===== src/ghist_pkg.sv =====
// Shared widths, limits and control types for the grey histogram block.
package ghist_pkg;

  localparam int PIX_W   = 8;
  localparam int CNT_W   = 17;
  localparam int SCALE_W = 9;

  localparam int BINS_DEF = 256;

  localparam int unsigned MAX_FRAME_PIXELS = 65536;
  localparam int unsigned COUNT_CEIL       = 131071;
  localparam int unsigned COUNT_LIMIT =
    (MAX_FRAME_PIXELS > COUNT_CEIL) ? COUNT_CEIL : MAX_FRAME_PIXELS;

  localparam logic [CNT_W-1:0] COUNT_LIMIT_V = CNT_W'(COUNT_LIMIT);

  localparam logic OP_ACC  = 1'b0;
  localparam logic OP_READ = 1'b1;

  typedef struct packed {
    logic rd_en;
    logic clear;
    logic wr_en;
  } mem_ctl_t;

endpackage


===== src/ghist_mem.sv =====
// Bin count memory: synchronous RAM with per-entry valid bits, so a clear needs no sweep.
module ghist_mem #(
  parameter int BINS = ghist_pkg::BINS_DEF,
  localparam int AW = $clog2(BINS)
) (
  input  logic                       clk,
  input  logic                       rst,
  input  ghist_pkg::mem_ctl_t        ctl,
  input  logic [AW-1:0]              rd_addr,
  input  logic [AW-1:0]              wr_addr,
  input  logic [ghist_pkg::CNT_W-1:0] wr_data,
  output logic [ghist_pkg::CNT_W-1:0] rd_data
);
  import ghist_pkg::*;

  logic [CNT_W-1:0] mem [BINS];
  logic [BINS-1:0]  valid;
  logic [CNT_W-1:0] data_q;
  logic             vld_q;

  always_ff @(posedge clk) begin
    if (ctl.wr_en) begin
      mem[wr_addr] <= wr_data;
    end
    if (ctl.rd_en) begin
      data_q <= mem[rd_addr];
    end
  end

  // entry not valid since last clear reads as zero
  always_ff @(posedge clk) begin
    if (rst) begin
      valid <= '0;
      vld_q <= 1'b0;
    end else begin
      if (ctl.clear) begin
        valid <= '0;
      end else if (ctl.wr_en) begin
        valid[wr_addr] <= 1'b1;
      end
      if (ctl.rd_en) begin
        vld_q <= valid[rd_addr] && !ctl.clear;
      end
    end
  end

  assign rd_data = vld_q ? data_q : '0;

endmodule


===== config.mk =====
export PLATFORM = sky130hd
export DESIGN_NAME = ghist_mem
export DESIGN_NICKNAME = d
export VERILOG_FILES = /design/src/ghist_pkg.sv /design/src/ghist_mem.sv
export SDC_FILE = /design/constraint.sdc
export NUM_CORES = 2
export LEC_CHECK = 0
export BUFFER_PORTS_ARGS = -buffer_cell sky130_fd_sc_hd__buf_2
export CORE_MARGIN = 2
export CORE_UTILIZATION = 50
export DETAILED_ROUTE_END_ITERATION = 7
export GPL_TIMING_DRIVEN = 1
export PLACE_DENSITY = 0.75
export SLEW_MARGIN = 15
export SYNTH_ARGS = -nofsm -noshare
export SYNTH_HDL_FRONTEND = slang
export SYNTH_MEMORY_MAX_BITS = 65536
export SYNTH_SLANG_ARGS = --single-unit

===== constraint.sdc =====
create_clock -name clk -period 3.25 [get_ports clk]
set_clock_uncertainty 0.05 [all_clocks]
set_input_delay 0.325 -clock clk [delete_from_list [all_inputs] [get_ports clk]]
set_output_delay 0.325 -clock clk [all_outputs]
set_load 0.005 [all_outputs]

After elaboration in Yosys (flattened, before gate mapping)
Memory sizes are Yosys's and may differ from the RTL's. A register that Yosys moved wholly into a read port is not among the register bits.
Cells that the tools add are included.
Storage, ports and cells
  register bits after elaboration: 257
  RAM bits: 4352
  input port bits: 38
  word-level logic and storage cells: 18
  memories: 1
Memory list
  mem: depth 256, bits a word 17, read ports 1, clocked after Yosys merged registers in 1, wr ports 1, line ghist_mem.sv:16  | logic [CNT_W-1:0] mem [BINS];
Operators by class
  $lt $le $gt $ge: 3
  muxes and demuxes: 7
  bitwise gates (word level): 1
  reduce and logical (&&, ||, !) cells: 4
Operator list (count)
  OR 256 bit: 1
  < comparator 8 x 9 -> 1 bit, second input constant: 2
  two-way mux 17 bit: 1
  binary-select mux 1 bit (select 8 bit): 1
  demux 1 bit (select 8 bit): 1
  >= comparator 8 x 1 -> 1 bit, second input constant: 1
  two-way mux 1 bit: 4
  logical AND 1 bit: 2
  OR reduction 2 bit: 1
  logical NOT 1 bit: 1

Logic depth before layout (Yosys ltp)
  depth after elaboration: 5
  gate-level depth with buffers: 12
  gate-level depth less buffers: 7

Worst setup path after synthesis
No wires, ideal clock.
  kind: input port to flip-flop
  start: input port rd_addr[1]
  end: register data_q[15] (read register of mem), data pin
  library setup time: 0.272 ns
  data arrival time: 2.739 ns
  required time: 2.928 ns
  path slack: 0.189 ns
  cell stages on the path: 9
  buffers on the path: 4
  cells stage by stage: buf_2 > buf_4 > clkbuf_1 > buf_1 > mux4_2 > mux4_2 > a22oi_1 > a21oi_1 > or4_1
RTL lines
  start, declared: line ghist_mem.sv:9  | input logic [AW-1:0] rd_addr,
  end, declared: line ghist_mem.sv:18  | logic [CNT_W-1:0] data_q;

==> results.tsv <==
stage	metric	value	unit
status	run status	completed	
global_route	Overflow after GRT	0	
critical_path	Critical Path Source Type	register	
yosys	Async SR Flop Fraction	0	
routing	vias	86500	
power	cell area power density	604	mW/mm^2
clock_network	CTS buffer count	431	
routing	number of DRC markers in iteration 0	13300	
critical_path	R2R depth	6	
clock_network	post-CTS setup buffers	0	
yosys	Top FF cell, synth	edfxtp_1	
routing	drt pass-1 iters	7	
power	Net Switching	25.7	mW
placed_design	dpl cells	12400	
min_path	WHS Path Cells	1	
power	power share of the combinational group	0.051	
power	clock power share	0.416	
critical_path	CP Capture Type	register	
yosys	net count after synthesis	7448	
routing	DRC violations left	0	
floorplan	die area	0.356	sq mm
routing	met3 WL	54000	um
placed_design	placer congestion estimate	0.854	
routing	wire per inst	34.5	um
routing	met2 WL	222000	um
yosys	Mapped Area	0.176	sq mm
power	overall power	123	mW
layout	commonest non-fill, non-tap cell in the layout	edfxtp_1	
layout	layout cells sized above 1	0.358	
critical_path	CP Data Arrival Time	3820	ps
yosys	post-synth cell types	42	
floorplan	Die Y	597	um
timing	Slew @ Worst Pin	1190	ps
layout	nets	8326	
yosys	Syn Area/Cell	23.7	sq um
yosys	Syn Inst Count	7410	
critical_path	worst path required time	3890	ps
layout	Finished Cell Area	0.203	sq mm
placed_design	# port buffers	54	
power	Peak VDD IR	0.493	mV
layout	Area growth, synth to finish	15.6	%
placed_design	Placed Area	0.189	sq mm
floorplan	chip width	597	um
yosys	post-synthesis sequential area ratio	0.776	
global_route	largest net degree at the start of global routing	138	
placed_design	hpwl dp	266000	um
routing	Top Layer Used	met5	
global_route	global-route wire length before repair	650000	um
min_path	worst min path class	in2reg	
floorplan	Initial Util	0.503	
clock_network	clk buf depth	4	
power	Seq pwr share	0.532	
timing	Final Max Slew Viols	0	
yosys	Synthesis Warnings	0	
clock_network	clock sink count	4626	
timing	Finish-stage setup viols	0	
routing	M1 WL	158000	um
clock_network	root buf cell	clkbuf_16	
global_route	Total GRT Usage	0.256	
global_route	vias in the first global route	87900	
critical_path	kind of critical path	reg2reg	
routing	Final ANT Viol Nets	0	
floorplan	count of standard-cell rows	217	
timing	worst rel slew slack	0.209	
layout	most frequent cells in the layout	edfxtp_1, mux4_2, buf_4	
power	Pleak	64.0	nW
power	Internal	97.0	mW
timing	fin crit period	3180	ps
timing	RSZ-0062 raised after global routing	false	
floorplan	io pins	55	
clock_network	Worst-path clk slew	60	ps
global_route	initial antenna violation count	30	
timing	Setup TNS Final	0	ps
critical_path	Crit Path Max Fanout	1	
timing	Final Hold Fails	0	
yosys	EDFF count, synth	4369	
timing	Tcrit/Tclk final	0.977	
yosys	FF+latch count, synth	4626	
layout	Finished Layout Cells	13300	
routing	routed wire length	458000	um
timing	Max Fclk	315	MHz
floorplan	Core Area	0.350	sq mm
routing	Via density	6.51	
clock_network	clock latency on the worst-skew pair	1000	ps
flow_run	number of max-cap violations	0	
clock_network	CTS tree	yes	
clock_network	depth of the CTS H-tree	5	
power	Sw Ratio	0.210	
routing by layer:
metal | vias up | GRT usage
li1 | 33600 | -
met1 | 45800 | 0.340
met2 | 6072 | 0.411
met3 | 1023 | 0.0568
met4 | 18 | 0.114
met5 | - | 0
sequential cells by signal, indices dropped and copies added, names as in the netlist:
| name | count |
|---|---|
| mem | 4352 |
| valid | 256 |
| data_q | 17 |
| vld_q | 1 |
what timing repair did:
item                                    4_1_cts  5_1_grt
resized for setup                             0        1
hold endpoints to repair                    428        0
endpoints found under the setup margin        0        1
hold buffers                                 13        0
worst max-delay path, stage by stage, from the launching register on:
cell and delay [ps]:
edfxtp_1 430, mux4_2 530, mux4_2 540, a22oi_1 270
buf_4 180, a21oi_1 230, or4_1 640
synthesized netlist by cell type, types with 4 or more instances:
library cell | n | area [sq um]
edfxtp_1 | 4369 | 131000
mux4_2 | 1423 | 32000
nor2_1 | 300 | 1130
clkbuf_1 | 259 | 972
dfxtp_1 | 257 | 5140
o21a_1 | 240 | 1800
a22oi_1 | 136 | 1020
buf_2 | 105 | 526
a21oi_1 | 72 | 360
buf_1 | 39 | 146
nand2_1 | 30 | 113
nand3_1 | 25 | 125
mux2i_1 | 22 | 220
and2_1 | 18 | 113
or4_1 | 18 | 135
buf_4 | 16 | 120
buf_6 | 16 | 180
nor2b_1 | 10 | 62.6
nand4_1 | 9 | 56.3
o221ai_1 | 6 | 52.6
or2_2 | 5 | 31.3
mux2_2 | 4 | 45.0
o22ai_1 | 4 | 25.0
through the flow:
| step | hold WS [ps] | util | setup slack [ps] |
|---|---|---|---|
| 2_1_floorplan | 374 | - | 189 |
| 3_3_place_gp | 391 | 0.539 | -605 |
| 3_5_place_dp | 398 | 0.539 | -606 |
| 4_1_cts | 6.22 | 0.581 | 54.9 |
| 5_1_grt | 37.4 | 0.581 | 25.2 |
| 6_report | 47.2 | 0.581 | 73.1 |
final timing paths:
path | start | endpoint | slack, ps
worst max-delay path | mem[175][13] | data_q[13] | 70
worst min-delay path | wr_data[8] | mem[176][8] | 50
worst max register to register | mem[175][13] | data_q[13] | 70
worst min register to register | valid[94] | valid[94] | 410
cell families (layout without fill, tap and decap cells):
| group | count (synthesis) | after routing | share of synthesized area |
|---|---|---|---|
| DFF | 4626 | 4626 | 0.776 |
| muxes | 1449 | 1449 | 0.184 |
| AOI/OAI and AO/OA | 471 | 471 | 0.0191 |
| buffers and inverters | 439 | 1693 | 0.0112 |
| and+or+nand+nor | 425 | 425 | 0.0104 |
| other | 0 | 17 | 0 |
area by class of cell:
class | instances | area [sq um]
Clock inverter | 246 | 2650
Tap cell | 4599 | 5750
Timing Repair Buffer | 880 | 8680
Inverter | 4 | 31.3
Antenna cell | 17 | 42.5
Multi-Input combinational cell | 2345 | 38000
Clock buffer | 563 | 11700
Sequential cell | 4626 | 136000
Fill cell | 23500 | 147000
power groups by stage:
stage	Combinational [mW]	Clock, mW	Sequential (mW)
final	6.30	51.1	65.3
after global routing	6.52	53.7	65.3
after CTS	6.26	51.6	65.3
after detailed placement	6.17	0	66.6
after global placement	6.02	0	66.6
after floorplan	3.06	0	66.6
Power figures use the tool's default switching activity.
