**src/ghist_pkg.sv**
```systemverilog
// Shared widths, limits and control types for the grey histogram block.
package ghist_pkg;

  localparam int PIX_W   = 8;
  localparam int CNT_W   = 17;
  localparam int SCALE_W = 9;

  localparam int BINS_DEF = 256;

  localparam int unsigned MAX_FRAME_PIXELS = 65536;
  localparam int unsigned COUNT_CEIL       = 131071;
  localparam int unsigned COUNT_LIMIT =
    (MAX_FRAME_PIXELS > COUNT_CEIL) ? COUNT_CEIL : MAX_FRAME_PIXELS;

  localparam logic [CNT_W-1:0] COUNT_LIMIT_V = CNT_W'(COUNT_LIMIT);

  localparam logic OP_ACC  = 1'b0;
  localparam logic OP_READ = 1'b1;

  typedef struct packed {
    logic rd_en;
    logic clear;
    logic wr_en;
  } mem_ctl_t;

endpackage

```
**src/ghist_div.sv**
```systemverilog
// Restoring divider: count*256/peak, one quotient bit per cycle.
module ghist_div (
  input  logic                          clk,
  input  logic                          rst,
  input  logic                          start,
  input  logic [ghist_pkg::CNT_W-1:0]   num,
  input  logic [ghist_pkg::CNT_W-1:0]   den,
  output logic                          done,
  output logic [ghist_pkg::SCALE_W-1:0] quo
);
  import ghist_pkg::*;

  localparam int STEPS = SCALE_W;
  localparam int SW    = $clog2(STEPS + 1);

  logic [CNT_W:0]   rem;
  logic [CNT_W-1:0] den_q;
  logic [SW-1:0]    steps;
  logic             busy;
  logic             first;
  logic [CNT_W:0]   trial;
  logic             ge;

  // first step: num <= den, so top quotient bit needs no shift
  assign trial = first ? rem : {rem[CNT_W-1:0], 1'b0};
  assign ge    = trial >= {1'b0, den_q};

  always_ff @(posedge clk) begin
    if (start) begin
      rem   <= {1'b0, num};
      den_q <= den;
      quo   <= '0;
    end else if (busy) begin
      rem <= ge ? (trial - {1'b0, den_q}) : trial;
      quo <= {quo[SCALE_W-2:0], ge};
    end
  end

  always_ff @(posedge clk) begin
    if (rst) begin
      busy  <= 1'b0;
      first <= 1'b0;
      steps <= '0;
      done  <= 1'b0;
    end else begin
      done <= busy && (steps == SW'(1));
      if (start) begin
        busy  <= 1'b1;
        first <= 1'b1;
        steps <= SW'(STEPS);
      end else if (busy) begin
        first <= 1'b0;
        steps <= steps - SW'(1);
        if (steps == SW'(1)) begin
          busy <= 1'b0;
        end
      end
    end
  end

endmodule

```
**config.mk**
```make
export PLATFORM = sky130hd
export DESIGN_NAME = ghist_div
export DESIGN_NICKNAME = d
export VERILOG_FILES = /design/src/ghist_pkg.sv /design/src/ghist_div.sv
export SDC_FILE = /design/constraint.sdc
export NUM_CORES = 1
export LEC_CHECK = 0
export BUFFER_PORTS_ARGS = -buffer_cell sky130_fd_sc_hd__buf_2
export CORE_MARGIN = 2
export CORE_UTILIZATION = 52
export CTS_CLUSTER_SIZE = 30
export DETAILED_ROUTE_END_ITERATION = 8
export PLACE_DENSITY = 0.81
export SETUP_SLACK_MARGIN = 0.02
export SLEW_MARGIN = 10
export SYNTH_ARGS = -nofsm -noshare
export SYNTH_HDL_FRONTEND = slang
export SYNTH_SLANG_ARGS = --single-unit
```
**constraint.sdc**
```tcl
create_clock -name clk -period 3.4 [get_ports clk]
set_input_delay 1.02 -clock clk [delete_from_list [all_inputs] [get_ports clk]]
set_output_delay 1.02 -clock clk [all_outputs]
set_load 0.05 [all_outputs]
```
# Word level (Yosys, flattened, before mapping)
# Index checks and enable logic that the tools add are counted.
# word_totals
input_bits,37
word_cells,27
out_inout_bits,10
register_bits,51
# classes
n_reduce_logical,3
muxes,11
eq_ne,1
magnitude_cmp,1
addsub,2
# ops
cell,n
18-bit 2-to-1 mux,2
17-bit 2-to-1 mux,2
18-bit by 17-bit greater-or-equal comparator with 1-bit output,1
18-bit by 17-bit subtractor with 18-bit output,1
4-bit 2-to-1 mux,2
1-bit 2-to-1 mux,5
"4-bit by 1-bit equality test with 1-bit output, second input constant",1
"4-bit by 1-bit subtractor with 4-bit output, second input constant",1
2-bit nonzero test,1
2-bit OR reduction,1
1-bit logical AND,1

# Logic depth before layout (Yosys ltp)
# depth
ltp_word,5
mapped_depth,14
ltp_nobuf,11

# Worst setup path before layout
# No wires, ideal clock.
# synth_path
path_type,register to register
from,reg first
to,reg rem[0] (data pin)
required_time_ps,3140
path_stages_with_launch,13
setup_ps,260
path_slack_ps,-218
arrival_ps,3357
cell_sequence,dfxtp_1 -> clkbuf_1 -> buf_1 -> mux2_2 -> ha_1 -> a21o_1 -> a221o_1 -> a21o_1 -> a211oi_2 -> o21a_2 -> buf_6 -> mux2i_1 -> mux2_4
# synth_between
elab_chain_len,5
# synth_lines
element,line_no,rtl
start: declaration,ghist_div.sv:20,logic first;
start signal: assignment,ghist_div.sv:42,first <= 1'b0;
start signal: assignment,ghist_div.sv:49,first <= 1'b1;
start signal: assignment,ghist_div.sv:52,first <= 1'b0;
18-bit 2-to-1 mux (*),ghist_div.sv:25,"assign trial = first ? rem : {rem[CNT_W-1:0], 1'b0};"
18-bit by 17-bit subtractor with 18-bit output / 18-bit by 17-bit greater-or-equal comparator with 1-bit output (equally long branches),"ghist_div.sv:34, ghist_div.sv:26",
18-bit 2-to-1 mux (*),ghist_div.sv:34,"rem <= ge ? (trial - {1'b0, den_q}) : trial;"
17-bit 2-to-1 mux (*),ghist_div.sv:33,end else if (busy) begin
17-bit 2-to-1 mux (*),ghist_div.sv:29,if (start) begin
end signal: assignment,ghist_div.sv:30,"rem <= {1'b0, num};"
end signal: assignment,ghist_div.sv:34,
end: declaration,ghist_div.sv:16,logic [CNT_W:0] rem;
# Every way passes the cells marked *; elsewhere a longest branch is shown, timed or not. The select of a mux whose other input is x is not followed.
# A chain may end at the register's enable or synchronous reset.

# Worst setup path in the final report
# layout_path
from,reg first
to,reg rem[16] (data pin)
# The elaborated chain is that of the path after synthesis.

==> results.md <==
- Status: completed
- Initial drt markers: 111
- Max Cap Viol: 0
- Count of flip-flops with a built-in enable after synthesis: 34
- Psw: 0.8433 mW
- Worst hold endpoint: rem[17]$_SDFFE_PP0P_
- Crit path arrival time: 3.35 ns
- Post-DP HPWL: 4.680 mm
- Synth Cell Area: 3139 sq um
- Fin cells: 438
- Pre-antenna DRT Iters: 4
- Post-route cell area: 3582 sq um
- P_int: 1.441 mW
- Peak VDD IR: 0.0002820 V
- Drt drc: 0
- Clk slew on worst S/H paths: 0.10 ns
- Placed Cells: 430
- Core ar.: 5886 sq um
- RSZ-0062 raised after global routing: no
- Via count: 2427
- Diodes inserted: 0
- Critical path peak fanout: 10
- R2R Setup Slk: 0.21 ns
- Share of layout cells above drive strength 1: 0.2424
- Final ANT Viol Nets: 0
- Setup TNS: 0 ns
- Mean Syn Cell Area: 10.03 sq um
- Skew-Pair Late Insertion Delay: 0.31 ns
- RD Place Congestion: 0.8998
- Post-CTS Setup Bufs: 0
- FP Rows: 28
- PwrDens: 637.7 nW/um^2
- Clock Path Buffers: 2
- Fill count: 505
- Sequential share of the synthesized area: 0.4336
- Synth area leaders: edfxtp_1 (33%), dfxtp_1 (11%), ha_1 (7.6%)
- Pin count of the biggest net entering global routing: 41
- Placed Area: 3487 sq um
- Critical path's most frequent cell: buf_4
- Final Setup Violations: 0
- Die Width: 81.70 microns
- Seq cells post-synth: 51
- Post-synth top flop: edfxtp_1
- Combinational power share: 0.485
- Synth Area in XOR/XNOR: 0.04743
- Critical Path Source Type: flip-flop
- FF-to-FF End: rem[16]$_DFFE_PP_
- WL/cell: 14.32 microns
- Synth Warn #: 0
- Clk pwr share: 0.159
- Final Net Count: 419
- Clock Skew: 0.008558 ns
- Yosys cell types: 44
- Vias in the first global route: 2220
- Flop pwr share: 0.356
- Share of flip-flops with an asynchronous set or reset after synthesis: 0
- Cell chain of the critical path: buf_4 > mux2_2 > ha_1 > and4_1 > nand3_1 > nor4_1 > nor3_1 > o21a_2 > buf_4 > or3_1 > a31oi_1
- Worst-margin pin slew: 0.7941 ns
- Final critical-path share of the clock period: 0.9394
- Synthesis-to-layout area growth: 14.11%
- DIE AREA: 6675 sq um
- Antenna violations before repair: 0
- Setup WS post-layout: 0.2061 ns
- Port Buffer Count: 46
- CP max-delay cell: dfxtp_2
- Mapped Nets: 370
- Adder and majority gate portion of the synthesized area: 0.08210
- Crit path kind: flip-flop to flip-flop
- Mux cell area share after synthesis: 0.1359
- Slew Limit Fails: 0
- Worst Path Required: 3.55 ns
- HP Start: rem[17]$_SDFFE_PP0P_
- Hold Crit Depth: 2
- Leak: 1.543 nW
- Compound-Gate Fraction of Synth Area: 0.1443
- Largest family of logic cells by synthesized area: compound AO/OA/AOI/OAI gates
- Worst hold slack: 0.4861 ns
- CTS tree: built
- Top-Level Pins: 47
- Routed vias/inst: 5.541
- Mapped Cells: 313
- Simple-gate share of the synthesized area: 0.1076
- Cells on worst reg2reg path: 11
- Sw Share: 0.3691
- CTS sink count: 51
- Worst slew margin: 0.4693
- Gr ovfl total: 0
- Yosys top cell area share: 0.3252
- Worst stage delay on the critical path: 0.42 ns
- WL final: 6.272 mm
- Min-Delay Path Class: flip-flop to flip-flop
- Starting Density: 0.5334
- Start of the worst register-to-register path: first$_SDFFE_PP0P_
- H-tree depth: 2
- Minimum clock period: 3.194 ns
- Setup WS pre-CTS: 0.1348 ns
- Total CTS buffers: 5
- Final hold violations: 0
- Die height: 81.70 microns
- First-pass GRT wire length: 10.28 mm
- CP endpoint kind: flip-flop
- Top cell type by total area after synthesis: edfxtp_1
- Clk root buf: clkbuf_8
- Gr usage total: 0.1986
- Fmax: 313.1 MHz
-- synthesized netlist by cell type, drive strengths merged (2+ instances only) --
library cell and instances:
a2111oi 2, a31oi 2, a21oi 33, nor2 32
clkbuf 6, dfxtp 17, a2bb2oi 2, a211oi 3
mux2 18, or3 2, mux2i 22, a21o 6
o21a 5, xor2 7, buf 9, and4 2
edfxtp 34, xnor2 10, ha 19, nand2 19
o211ai 3, nand3 2, nor4 3, nand2b 5
inv 22, nor3 6, o21ai 12
-- final cells by class --
class / count / area [sq um] / share of cell area
timing repair buffer: 57 / 325.3 / 0.09081
inverter: 22 / 82.58 / 0.02305
clock buffer: 5 / 68.82 / 0.01921
sequential: 51 / 1363 / 0.3804
tap: 75 / 93.84 / 0.02620
multi-input combinational: 225 / 1628 / 0.4544
clock inverter: 3 / 21.27 / 0.005938
-- state kept, by name, indices dropped and copies added (netlist names) --
signal,flops
rem,18
busy,1
first,1
den_q,17
done,1
quo,9
steps,4
-- timing repair --
item | in CTS | in global routing
hold buffers | 0 | 0
gates resized for setup | 0 | 2
endpoints found under the setup margin | 0 | 17
-- kinds of logic (layout without fill, tap and decap cells) --
| logic type | count (synthesis) | count (layout) |
|---|---|---|
| buf+inv | 37 | 87 |
| compound gates | 73 | 73 |
| xor+xnor | 17 | 17 |
| simple gates | 75 | 75 |
| mux | 40 | 40 |
| fa+ha+maj | 20 | 20 |
| flops | 51 | 51 |
-- worst max path at each step --
stage | startpoint | endpoint | slack (ns) | cells after the start
4_1_cts | first$_SDFFE_PP0P_ | rem[16]$_DFFE_PP_ | 0.09 | 11
3_3_place_gp | first$_SDFFE_PP0P_ | rem[16]$_DFFE_PP_ | 0.19 | 11
2_1_floorplan | first$_SDFFE_PP0P_ | rem[0]$_DFFE_PP_ | 0.05 | 12
3_5_place_dp | first$_SDFFE_PP0P_ | rem[16]$_DFFE_PP_ | 0.13 | 11
5_1_grt | first$_SDFFE_PP0P_ | rem[14]$_DFFE_PP_ | 0.02 | 13
6_report | first$_SDFFE_PP0P_ | rem[16]$_DFFE_PP_ | 0.21 | 11
-- power groups by stage --
stage	sequential [mW]	combinational [mW]	clock, mW
finish	0.814	1.11	0.363
global route	0.824	1.23	0.394
CTS	0.813	1.10	0.373
detailed placement	0.827	1.09	0
global placement	0.823	1.08	0
floorplan	0.817	0.854	0
-- per-stage QoR --
stage	total power [mW]	utilization
floorplan	1.671	-
CTS	2.283	0.6078
global placement	1.900	0.5925
finish	2.284	0.6086
detailed placement	1.919	0.5925
global route	2.448	0.6086
-- per-layer routing --
layer,vias up,GRT usage,share of wire
met5,-,0,0
met4,0,0.05333,0.011
met3,9,0.03736,0.040
met2,54,0.3197,0.47
met1,1138,0.2755,0.48
li1,1226,-,-
-- placed cells by master, fill, tap and decap left out, drive strengths merged, types with 2 or more instances in the layout --
cell | netlist | final
buf | 9 | 57
edfxtp | 34 | 34
a21oi | 33 | 33
nor2 | 32 | 32
inv | 22 | 25
mux2i | 22 | 22
nand2 | 19 | 19
ha | 19 | 19
mux2 | 18 | 18
dfxtp | 17 | 17
o21ai | 12 | 12
xnor2 | 10 | 10
xor2 | 7 | 7
a21o | 6 | 6
nor3 | 6 | 6
nand2b | 5 | 5
clkbuf | 6 | 5
o21a | 5 | 5
nor4 | 3 | 3
o211ai | 3 | 3
a211oi | 3 | 3
and4 | 2 | 2
nand3 | 2 | 2
a2bb2oi | 2 | 2
a2111oi | 2 | 2
a31oi | 2 | 2
or3 | 2 | 2
-- worst max-delay path: cells and delay by family, from the launching register on --
kind                     cells  cell delay [ns]
AO/OA/AOI/OAI                2             0.33
buffers and inverters        2             0.38
multiplexers                 1             0.37
adder cells (fa/ha/maj)      1             0.39
AND/OR/NAND/NOR              5             1.16
flip-flops                   1             0.42
Power figures use the tool's default switching activity.
